$ cat config.mk
export PLATFORM = sky130hd
export DESIGN_NAME = winograd_filter_transform_unit
export DESIGN_NICKNAME = d
export VERILOG_FILES = /design/src/rtl/wft_pkg.sv /design/src/rtl/wft_front.sv /design/src/rtl/wft_queue.sv /design/src/rtl/wft_back.sv /design/src/rtl/winograd_filter_transform_unit.sv
export VERILOG_INCLUDE_DIRS = /design/src /design/src/rtl
export SDC_FILE = /design/constraint.sdc
export NUM_CORES = 2
export LEC_CHECK = 0
export ABC_AREA = 1
export BUFFER_PORTS_ARGS = -buffer_cell sky130_fd_sc_hd__buf_4
export CORE_ASPECT_RATIO = 0.8
export CORE_UTILIZATION = 33
export DETAILED_ROUTE_END_ITERATION = 6
export GPL_ROUTABILITY_DRIVEN = 0
export PLACE_DENSITY_LB_ADDON = 0.25
export SLEW_MARGIN = 30
export SYNTH_ARGS = -nofsm -noshare
export SYNTH_HDL_FRONTEND = slang
export SYNTH_SLANG_ARGS = --single-unit
$ cat constraint.sdc
create_clock -name i_clk -period 15.4 [get_ports i_clk]
set_input_delay 3.85 -clock i_clk [delete_from_list [all_inputs] [get_ports i_clk]]
set_output_delay 3.85 -clock i_clk [all_outputs]
set_load 0.005 [all_outputs]
$ cat src/rtl/assert_macros.svh
// ----------------------------------------------------------------------------
// assert_macros.svh
// Concurrent assertion shorthands clocked on i_clk, gated by reset.
// ----------------------------------------------------------------------------
`ifndef ASSERT_MACROS_SVH
`define ASSERT_MACROS_SVH

// Plain check of a property on every clock edge outside reset.
`define WFT_ASSERT(label, prop, msg) \
    label: assert property (@(posedge i_clk) disable iff (!i_rst_n) (prop)) \
        else $error(msg);

// Check that an antecedent in one cycle implies a consequent in the next.
`define WFT_ASSERT_NEXT(label, ante, cons, msg) \
    label: assert property (@(posedge i_clk) disable iff (!i_rst_n) \
        (ante) |=> (cons)) else $error(msg);

`endif

$ cat src/rtl/wft_pkg.sv
// ----------------------------------------------------------------------------
// wft_pkg
// Shared constants, types and arithmetic helpers of the Winograd filter
// transform unit.
// ----------------------------------------------------------------------------
package wft_pkg;

    localparam int MAX_CHANNELS = 4096;
    localparam int CFG_W        = 13;
    localparam int CNT_W        = $clog2(MAX_CHANNELS);
    localparam int BLK_W        = CFG_W - 2;
    localparam int W_W          = 16;
    localparam int M_W          = W_W + 2;
    localparam int V_W          = 20;
    localparam int IDX_W        = 28;
    localparam int TAPS         = 9;
    localparam int TAP_W        = $clog2(TAPS);
    localparam int OUTS         = 16;
    localparam int RES_W        = $clog2(OUTS);

    typedef logic [0:0] t_cfg_idx;
    localparam t_cfg_idx CFG_OUT_CHANNELS = 1'b0;
    localparam t_cfg_idx CFG_IN_CHANNELS  = 1'b1;

    typedef logic signed [M_W-1:0] t_mval;
    typedef t_mval [2:0]           t_mrow;

    // One finished kernel: G*g rows plus image addressing.
    typedef struct packed {
        t_mrow [3:0]      m;
        logic [IDX_W-1:0] base;
        logic [IDX_W-1:0] stride;
    } t_job;

    // Clamp a channel count register into 1..MAX_CHANNELS.
    function automatic logic [CFG_W-1:0] wft_limit(input logic [CFG_W-1:0] v);
        logic [CFG_W-1:0] r;
        if (v == '0) begin
            r = CFG_W'(1);
        end else if (v > CFG_W'(MAX_CHANNELS)) begin
            r = CFG_W'(MAX_CHANNELS);
        end else begin
            r = v;
        end
        return r;
    endfunction

    function automatic t_mval wft_ext(input logic [W_W-1:0] w);
        return t_mval'({{(M_W - W_W){w[W_W-1]}}, w});
    endfunction

    // Element c of one row of K = (G*g)*GT.
    function automatic logic signed [V_W-1:0] wft_kval(input t_mrow row,
                                                       input logic [1:0] col);
        logic signed [V_W-1:0] a;
        logic signed [V_W-1:0] b;
        logic signed [V_W-1:0] d;
        logic signed [V_W-1:0] r;
        a = V_W'(row[0]);
        b = V_W'(row[1]);
        d = V_W'(row[2]);
        case (col)
            2'd0:    r = a;
            2'd1:    r = a + b + d;
            2'd2:    r = a - b + d;
            2'd3:    r = d;
            default: r = a;
        endcase
        return r;
    endfunction

endpackage

$ cat src/rtl/wft_front.sv
// ----------------------------------------------------------------------------
// wft_front
// Collects nine taps, forms G*g and the image addressing of the kernel,
// and hands a finished kernel to the queue. Holds the channel registers.
// ----------------------------------------------------------------------------
module wft_front import wft_pkg::*; (
    input  logic             i_clk,
    input  logic             i_rst_n,
    input  logic             i_cfg_we,
    input  t_cfg_idx         i_cfg_index,
    input  logic [CFG_W-1:0] i_cfg_data,
    input  logic             i_accept,
    input  logic [W_W-1:0]   i_weight,
    output logic             o_job_push,
    output t_job             o_job
);

    logic [CFG_W-1:0] r_out_channels;
    logic [CFG_W-1:0] r_in_channels;
    logic [W_W-1:0]   r_taps [TAPS];
    logic [TAP_W-1:0] r_tap_cnt;
    logic [CNT_W-1:0] r_oc;
    logic [CNT_W-1:0] r_ic;

    logic [TAP_W-1:0] n_tap_cnt;
    logic [CNT_W-1:0] n_oc;
    logic [CNT_W-1:0] n_ic;
    logic [CFG_W-1:0] co;
    logic [CFG_W-1:0] ci;
    logic [BLK_W-1:0] co4;
    logic [BLK_W-1:0] ci4;
    logic [CFG_W-1:0] co_sum;
    logic [CFG_W-1:0] ci_sum;
    logic [CFG_W:0]   ic_inc;
    logic [CFG_W:0]   oc_inc;
    logic [W_W-1:0]   g [TAPS];
    logic             ninth;
    logic [2*BLK_W-1:0] blk_prod;
    logic [2*BLK_W-1:0] row_prod;

    always_ff @(posedge i_clk) begin
        if (!i_rst_n) begin
            r_out_channels <= CFG_W'(1);
            r_in_channels  <= CFG_W'(1);
        end else if (i_cfg_we) begin
            case (i_cfg_index)
                CFG_OUT_CHANNELS: r_out_channels <= i_cfg_data;
                CFG_IN_CHANNELS:  r_in_channels  <= i_cfg_data;
                default:          r_out_channels <= r_out_channels;
            endcase
        end
    end

    always_ff @(posedge i_clk) begin
        if (i_accept) begin
            r_taps[r_tap_cnt] <= i_weight;
        end
    end

    always_ff @(posedge i_clk) begin
        if (!i_rst_n) begin
            r_tap_cnt <= '0;
            r_oc      <= '0;
            r_ic      <= '0;
        end else begin
            r_tap_cnt <= n_tap_cnt;
            r_oc      <= n_oc;
            r_ic      <= n_ic;
        end
    end

    always_comb begin
        co     = wft_limit(r_out_channels);
        ci     = wft_limit(r_in_channels);
        co_sum = co + CFG_W'(3);
        ci_sum = ci + CFG_W'(3);
        co4    = co_sum[CFG_W-1:2];
        ci4    = ci_sum[CFG_W-1:2];
        ninth  = i_accept && (r_tap_cnt == TAP_W'(TAPS - 1));

        for (int t = 0; t < TAPS - 1; t++) begin
            g[t] = r_taps[t];
        end
        g[TAPS-1] = i_weight;

        n_tap_cnt = r_tap_cnt;
        n_oc      = r_oc;
        n_ic      = r_ic;
        ic_inc    = {2'b00, r_ic} + (CFG_W + 1)'(1);
        oc_inc    = {2'b00, r_oc} + (CFG_W + 1)'(1);
        if (i_accept) begin
            n_tap_cnt = (ninth || r_tap_cnt >= TAP_W'(TAPS - 1)) ? '0 : r_tap_cnt + 1'b1;
        end
        if (ninth) begin
            // Advance the input channel, carry into the output channel.
            if (ic_inc >= {1'b0, ci}) begin
                n_ic = '0;
                n_oc = (oc_inc >= {1'b0, co}) ? '0 : oc_inc[CNT_W-1:0];
            end else begin
                n_ic = ic_inc[CNT_W-1:0];
            end
        end

        for (int c = 0; c < 3; c++) begin
            o_job.m[0][c] = wft_ext(g[c]);
            o_job.m[1][c] = wft_ext(g[c]) + wft_ext(g[3 + c]) + wft_ext(g[6 + c]);
            o_job.m[2][c] = wft_ext(g[c]) - wft_ext(g[3 + c]) + wft_ext(g[6 + c]);
            o_job.m[3][c] = wft_ext(g[6 + c]);
        end

        blk_prod     = co4 * ci4;
        row_prod     = (2*BLK_W)'(r_oc[CNT_W-1:2]) * (2*BLK_W)'(ci4);
        o_job.stride = IDX_W'({blk_prod, 4'b0000});
        o_job.base   = IDX_W'({row_prod, 4'b0000})
                     + IDX_W'({r_ic[CNT_W-1:2], 4'b0000})
                     + IDX_W'({r_ic[1:0], 2'b00})
                     + IDX_W'(r_oc[1:0]);
        o_job_push   = ninth;
    end

endmodule

$ cat src/rtl/wft_queue.sv
// ----------------------------------------------------------------------------
// wft_queue
// Two-entry queue of finished kernels between the front and the back.
// ----------------------------------------------------------------------------
module wft_queue import wft_pkg::*; (
    input  logic i_clk,
    input  logic i_rst_n,
    input  logic i_push,
    input  t_job i_job,
    output logic o_full,
    input  logic i_pop,
    output t_job o_job,
    output logic o_empty
);

    t_job       r_mem [2];
    logic       r_wr_ptr;
    logic       r_rd_ptr;
    logic [1:0] r_count;

    logic       wr;
    logic       rd;

    assign o_full  = (r_count == 2'd2);
    assign o_empty = (r_count == 2'd0);
    assign o_job   = r_mem[r_rd_ptr];
    assign wr      = i_push && !o_full;
    assign rd      = i_pop && !o_empty;

    always_ff @(posedge i_clk) begin
        if (wr) begin
            r_mem[r_wr_ptr] <= i_job;
        end
    end

    always_ff @(posedge i_clk) begin
        if (!i_rst_n) begin
            r_wr_ptr <= 1'b0;
            r_rd_ptr <= 1'b0;
            r_count  <= 2'd0;
        end else begin
            if (wr) begin
                r_wr_ptr <= ~r_wr_ptr;
            end
            if (rd) begin
                r_rd_ptr <= ~r_rd_ptr;
            end
            case ({wr, rd})
                2'b10:   r_count <= r_count + 2'd1;
                2'b01:   r_count <= r_count - 2'd1;
                default: r_count <= r_count;
            endcase
        end
    end

endmodule

$ cat src/rtl/wft_back.sv
// ----------------------------------------------------------------------------
// wft_back
// Walks the sixteen elements of the queue-head kernel into the result register,
// one per cycle unless a result waits unpopped; steps the image index by stride.
// ----------------------------------------------------------------------------
module wft_back import wft_pkg::*; (
    input  logic                  i_clk,
    input  logic                  i_rst_n,
    input  t_job                  i_job,
    input  logic                  i_job_empty,
    output logic                  o_job_pop,
    input  logic                  i_pop,
    output logic                  o_empty,
    output logic signed [V_W-1:0] o_value,
    output logic [IDX_W-1:0]      o_image_index,
    output logic                  o_last
);

    logic [RES_W-1:0]      r_res;
    logic [IDX_W-1:0]      r_acc;
    logic                  r_valid;
    logic signed [V_W-1:0] r_value;
    logic [IDX_W-1:0]      r_index;
    logic                  r_last;

    logic                  adv;
    logic                  fire;
    logic [IDX_W-1:0]      idx;

    assign adv       = !r_valid || i_pop;
    assign fire      = adv && !i_job_empty;
    assign o_job_pop = fire && (r_res == RES_W'(OUTS - 1));
    assign idx       = (r_res == '0) ? i_job.base : r_acc;

    always_ff @(posedge i_clk) begin
        if (!i_rst_n) begin
            r_res   <= '0;
            r_valid <= 1'b0;
        end else begin
            if (fire) begin
                r_res <= r_res + 1'b1;
            end
            if (adv) begin
                r_valid <= !i_job_empty;
            end
        end
    end

    // Hold the payload while the result waits; load it when a new one fires.
    always_ff @(posedge i_clk) begin
        if (fire) begin
            r_value <= wft_kval(i_job.m[r_res[3:2]], r_res[1:0]);
            r_index <= idx;
            r_last  <= (r_res == RES_W'(OUTS - 1));
            r_acc   <= idx + i_job.stride;
        end
    end

    assign o_empty       = !r_valid;
    assign o_value       = r_value;
    assign o_image_index = r_index;
    assign o_last        = r_last;

endmodule

$ cat src/rtl/winograd_filter_transform_unit.sv
// With the back end idle, a kernel enters the queue at the edge that takes its ninth
// weight, and its first result is then registered from the queue head onto the ports.
// Throughput: one weight per cycle while o_full is low; the back end drains 16
// results at one per cycle while they are popped, so it paces a steady stream.
// Two finished kernels may wait in the queue; full rises while both are held.
// Reset (i_rst_n low, synchronous) empties the queue and result register,
// clears the tap and channel counters and sets both channel counts to 1.
// ----------------------------------------------------------------------------
// winograd_filter_transform_unit
// Winograd F(2,3) filter transform with 4-channel blocked image indexing.
// ----------------------------------------------------------------------------
`include "assert_macros.svh"
module winograd_filter_transform_unit import wft_pkg::*; (
    input  logic                  i_clk,
    input  logic                  i_rst_n,
    input  logic                  i_cfg_we,
    input  t_cfg_idx              i_cfg_index,
    input  logic [CFG_W-1:0]      i_cfg_data,
    input  logic                  i_push,
    output logic                  o_full,
    input  logic signed [W_W-1:0] i_weight,
    input  logic                  i_pop,
    output logic                  o_empty,
    output logic signed [V_W-1:0] o_value,
    output logic [IDX_W-1:0]      o_image_index,
    output logic                  o_last
);

    logic accept;
    logic job_push;
    t_job job_in;
    t_job job_head;
    logic q_full;
    logic q_empty;
    logic q_pop;

    assign o_full = q_full;
    assign accept = i_push && !q_full;

    wft_front u_front (
        .i_clk       (i_clk),
        .i_rst_n     (i_rst_n),
        .i_cfg_we    (i_cfg_we),
        .i_cfg_index (i_cfg_index),
        .i_cfg_data  (i_cfg_data),
        .i_accept    (accept),
        .i_weight    (i_weight),
        .o_job_push  (job_push),
        .o_job       (job_in)
    );

    wft_queue u_queue (
        .i_clk   (i_clk),
        .i_rst_n (i_rst_n),
        .i_push  (job_push),
        .i_job   (job_in),
        .o_full  (q_full),
        .i_pop   (q_pop),
        .o_job   (job_head),
        .o_empty (q_empty)
    );

    wft_back u_back (
        .i_clk         (i_clk),
        .i_rst_n       (i_rst_n),
        .i_job         (job_head),
        .i_job_empty   (q_empty),
        .o_job_pop     (q_pop),
        .i_pop         (i_pop),
        .o_empty       (o_empty),
        .o_value       (o_value),
        .o_image_index (o_image_index),
        .o_last        (o_last)
    );

    `WFT_ASSERT(a_no_push_full, !(job_push && q_full), "kernel pushed into full queue")
    `WFT_ASSERT(a_pop_nonempty, !(q_pop && q_empty), "kernel popped from empty queue")
    `WFT_ASSERT_NEXT(a_last_pops, q_pop, !o_empty && o_last, "queue pop without last result")
    `WFT_ASSERT_NEXT(a_result_held, !o_empty && !i_pop, !o_empty, "waiting result dropped")

endmodule

==> reports/qor_table.md <==
| Quantity | This run | Unit |
| --- | --- | --- |
| Met3 WL | 10000 | µm |
| Critical path type | reg -> reg | - |
| Post-Syn Nets | 5916 | - |
| Synth warnings | 0 | - |
| Crit path DAT | 8.23 | ns |
| Post-Synth XOR/XNOR Area | 0.0288 | - |
| Post-synthesis cell type count | 56 | - |
| Largest stage delay, worst path | 0.54 | ns |
| Total placed cells including tap cells | 7244 | - |
| Worst IR drop on VDD | 73.5 | µV |
| Global-route wire length before repair | 214000 | µm |
| IO Count | 86 | - |
| Basic-gate share of the synthesized area counting and, or, nand and nor cells | 0.149 | - |
| Areal power density over the cells | 94.6 | nW/µm² |
| Number of antenna violations at the first check in global routing | 2 | - |
| # rows | 127 | - |
| Biggest area contributors in the synthesized netlist | edfxtp_1 42%, fa_1 12%, ha_1 8.2% | - |
| Synthesized instance count | 5268 | - |
| Die Y | 350 | µm |
| Adder-cell share of the synthesized area | 0.197 | - |
| Total number of nets in the final design | 5986 | - |
| Number of flops mapped to enable cells by yosys | 699 | - |
| Post-synthesis area per instance | 9.46 | µm² |
| Starting utilization of the core area | 0.333 | - |
| Maxcap violations | 0 | - |
| Type of the most critical hold path | reg -> reg | - |
| Worst path setup slack after routing | 7.62 | ns |
| Leading register cell type out of synthesis | edfxtp_1 | - |
| Pin count of the biggest net entering global routing | 150 | - |
| Global router's overall resource usage | 0.183 | - |
| Width of the chip | 436 | µm |
| Number of antenna-violating nets in the routed design | 0 | - |
| Post-synthesis instance area | 49800 | µm² |
| Total of cells resized after clock tree synthesis | 0 | - |
| Aggregate global routing overflow | 0 | - |
| Half-perimeter wire length of the detailed placement result | 103000 | µm |
| Met2 wirelength from detailed routing | 57300 | µm |
| Slew Limit Headroom | 0.330 | - |
| Number of failing hold endpoints at the final stage | 0 | - |
| Total routed wire length on the met1 layer | 70700 | µm |
| Clock transition at path regs | 0.07 | ns |
| RSZ-0062 raised after global routing | false | - |
| Most used standard cells in the synthesized netlist | 904 x nand2_1, 879 x inv_1, 699 x edfxtp_1, 608 x nor2_1, 391 x o21ai_0 | - |
| Leakage power total | 24.3 | nW |
| Number of setup violations in the final report | 0 | - |
| Uppermost metal layer occupied by signal nets | met4 | - |
| Number of DRC markers after the initial detailed-route iteration | 3436 | - |
| Maximum clock frequency | 129 | MHz |
| Post-synthesis mux area share | 0.000402 | - |
| Master cell of the clock root buffer | clkbuf_16 | - |
| DR WL/cell | 19.0 | µm |
| Cell with the most instances after synthesis | nand2_1 | - |
| Sequential area share after synthesis | 0.447 | - |
| Max H-tree Level | 3 | - |
| Final worst hold slack | 0.463 | ns |
| Count of final max-slew check failures | 0 | - |
| Measured slew at the worst slew-check pin | 1.01 | ns |
| Number of buffers inserted to repair setup after CTS | 0 | - |
| Element type at the critical path end | flop | - |
| Area share of the leading cell type in the synthesized netlist | 0.421 | - |
| Core footprint | 150000 | µm² |
| Dominant combinational cell family by area after synthesis | adder cells | - |
| Data required time of the worst path | 15.85 | ns |
| Number of remaining DRC errors | 0 | - |
| Minimum period implied by the final worst setup slack | 7.78 | ns |
| Worst slack at placement | 7.69 | ns |
| Fraction of the mapped netlist area in compound gates | 0.0985 | - |
| CP max FO | 11 | - |
| Synth-to-layout area growth | 12.2 | % |
| Largest area contributor in the synthesized netlist | edfxtp_1 | - |
| Number of buffers inserted for hold repair after clock tree synthesis | 0 | - |
| Source-to-sink clock delay at the later pin of the worst-skew pair | 0.72 | ns |
| Port Buffers | 85 | - |
| TritonCTS clock tree | done | - |
| Clock sink count | 763 | - |
| Worst setup skew after layout | 0.0411 | ns |
| Count of state elements after synthesis | 763 | - |
| Proportion of layout cells with a drive suffix above 1 | 0.0582 | - |
| Number of cells in the finished layout apart from fillers | 7413 | - |
| Crit share post-route | 0.505 | - |
| Result of the run | finished clean | - |
| Most used cell along the critical path | nand2_1 | - |
| Highest-delay cell along the critical path | inv_1 | - |
| Number of global-route vias before repair | 35400 | - |
| Detail-routed via count per cell | 4.91 | - |
| Deepest clock path buffer count | 3 | - |
| Setup TNS Final | 0 | ns |
| Wire length after detailed routing | 141000 | µm |
| Share of synthesized registers carrying an async set or reset | 0 | - |
| Detailed-router iteration count before antenna repair | 6 | - |
| Number of antenna cells inserted | 0 | - |
| Crit start category | flop | - |
| Total clock buffers created by CTS | 90 | - |
| Via count | 36400 | - |
| Die outline area | 153000 | µm² |
metrics by stage:
stage | cell area [µm²] | util | total power, W
2_1_floorplan | 49800 | - | 0.00282
3_5_place_dp | 52800 | 0.352 | 0.00304
5_1_grt | 55900 | 0.373 | 0.00551
4_1_cts | 55900 | 0.373 | 0.00535
3_3_place_gp | 52700 | 0.352 | 0.00303
6_report | 55900 | 0.373 | 0.00529
kinds of logic after synthesis:
family                   count (synthesis)
AND/OR/NAND/NOR                       1823
buffers and inverters                 1034
AO/OA/AOI/OAI                          869
flip-flops                             763
adder cells (fa/ha/maj)                613
XOR/XNOR                               164
multiplexers                             2
state kept, by name (all words and copies together) (netlist names), 2 cells and up, named ones only:
signal / cells
u_queue.r_mem: 498
u_front.r_taps: 128
u_back.o_image_index: 28
u_back.r_acc: 24
u_back.o_value: 20
u_front.r_in_channels: 13
u_front.r_out_channels: 13
u_front.r_ic: 12
u_front.r_oc: 12
u_back.r_res: 4
u_front.r_tap_cnt: 4
u_queue.r_count: 2
worst max-delay path, delay by kind of cell (launching register included):
family / cells / cell delay [ns]
xor+xnor: 1 / 0.16
fa+ha+maj: 7 / 2.96
buf+inv: 7 / 0.91
flops: 1 / 0.36
simple gates: 21 / 3.12
placed cells by master (no fill, tap or decap), types with 40 or more instances in the layout:
| master | netlist | final |
|---|---|---|
| fa_1 | 288 | 288 |
| ha_1 | 325 | 325 |
| nand3_1 | 178 | 178 |
| o221ai_1 | 43 | 43 |
| xor2_1 | 105 | 105 |
| buf_4 | 7 | 116 |
| edfxtp_1 | 699 | 699 |
| nand2_1 | 904 | 904 |
| nand4_1 | 43 | 43 |
| inv_1 | 879 | 876 |
| nor2_1 | 608 | 604 |
| xnor2_1 | 59 | 59 |
| nor3_1 | 46 | 40 |
| clkbuf_16 | 0 | 90 |
| o22ai_1 | 51 | 51 |
| o21ai_0 | 391 | 385 |
| dfxtp_1 | 64 | 61 |
| a21oi_1 | 242 | 241 |
area by class of cell:
class	count	area [µm²]
fill	15000	93900
inverter	891	3350
clock inverter	65	837
tap	1999	2500
clock buffer	103	2300
multi-input combinational	3471	23700
sequential	763	22300
timing repair buffer	121	970
power breakdown:
group	switching, W	total [W]	internal [W]
Combinational	0.000455	0.000659	0.000204
Clock	0.000922	0.00228	0.00136
Sequential	0.0000174	0.00235	0.00233
Total	0.00139	0.00529	0.00389
path summary, 6_finish.rpt:
check / from / endpoint / slack [ns] / depth (start not counted)
worst max-delay path: u_front.r_in_channels[9]$_SDFFE_PN0P_ / u_queue.r_mem[0][45]$_DFFE_PP_ / 7.62 / 36
worst min-delay path: u_queue.r_rd_ptr$_SDFFE_PN0P_ / flop / 0.46 / 1
worst max register to register: u_front.r_in_channels[9]$_SDFFE_PN0P_ / u_queue.r_mem[0][45]$_DFFE_PP_ / 7.62 / 36
worst min register to register: u_queue.r_rd_ptr$_SDFFE_PN0P_ / flop / 0.46 / 1
routing by layer:
layer,GRT usage,vias up
met2,0.262,1080
met1,0.279,17600
li1,-,17500
met3,0.0400,168
met4,0.0429,0
met5,0,-
(Power assumes the default switching activity.)
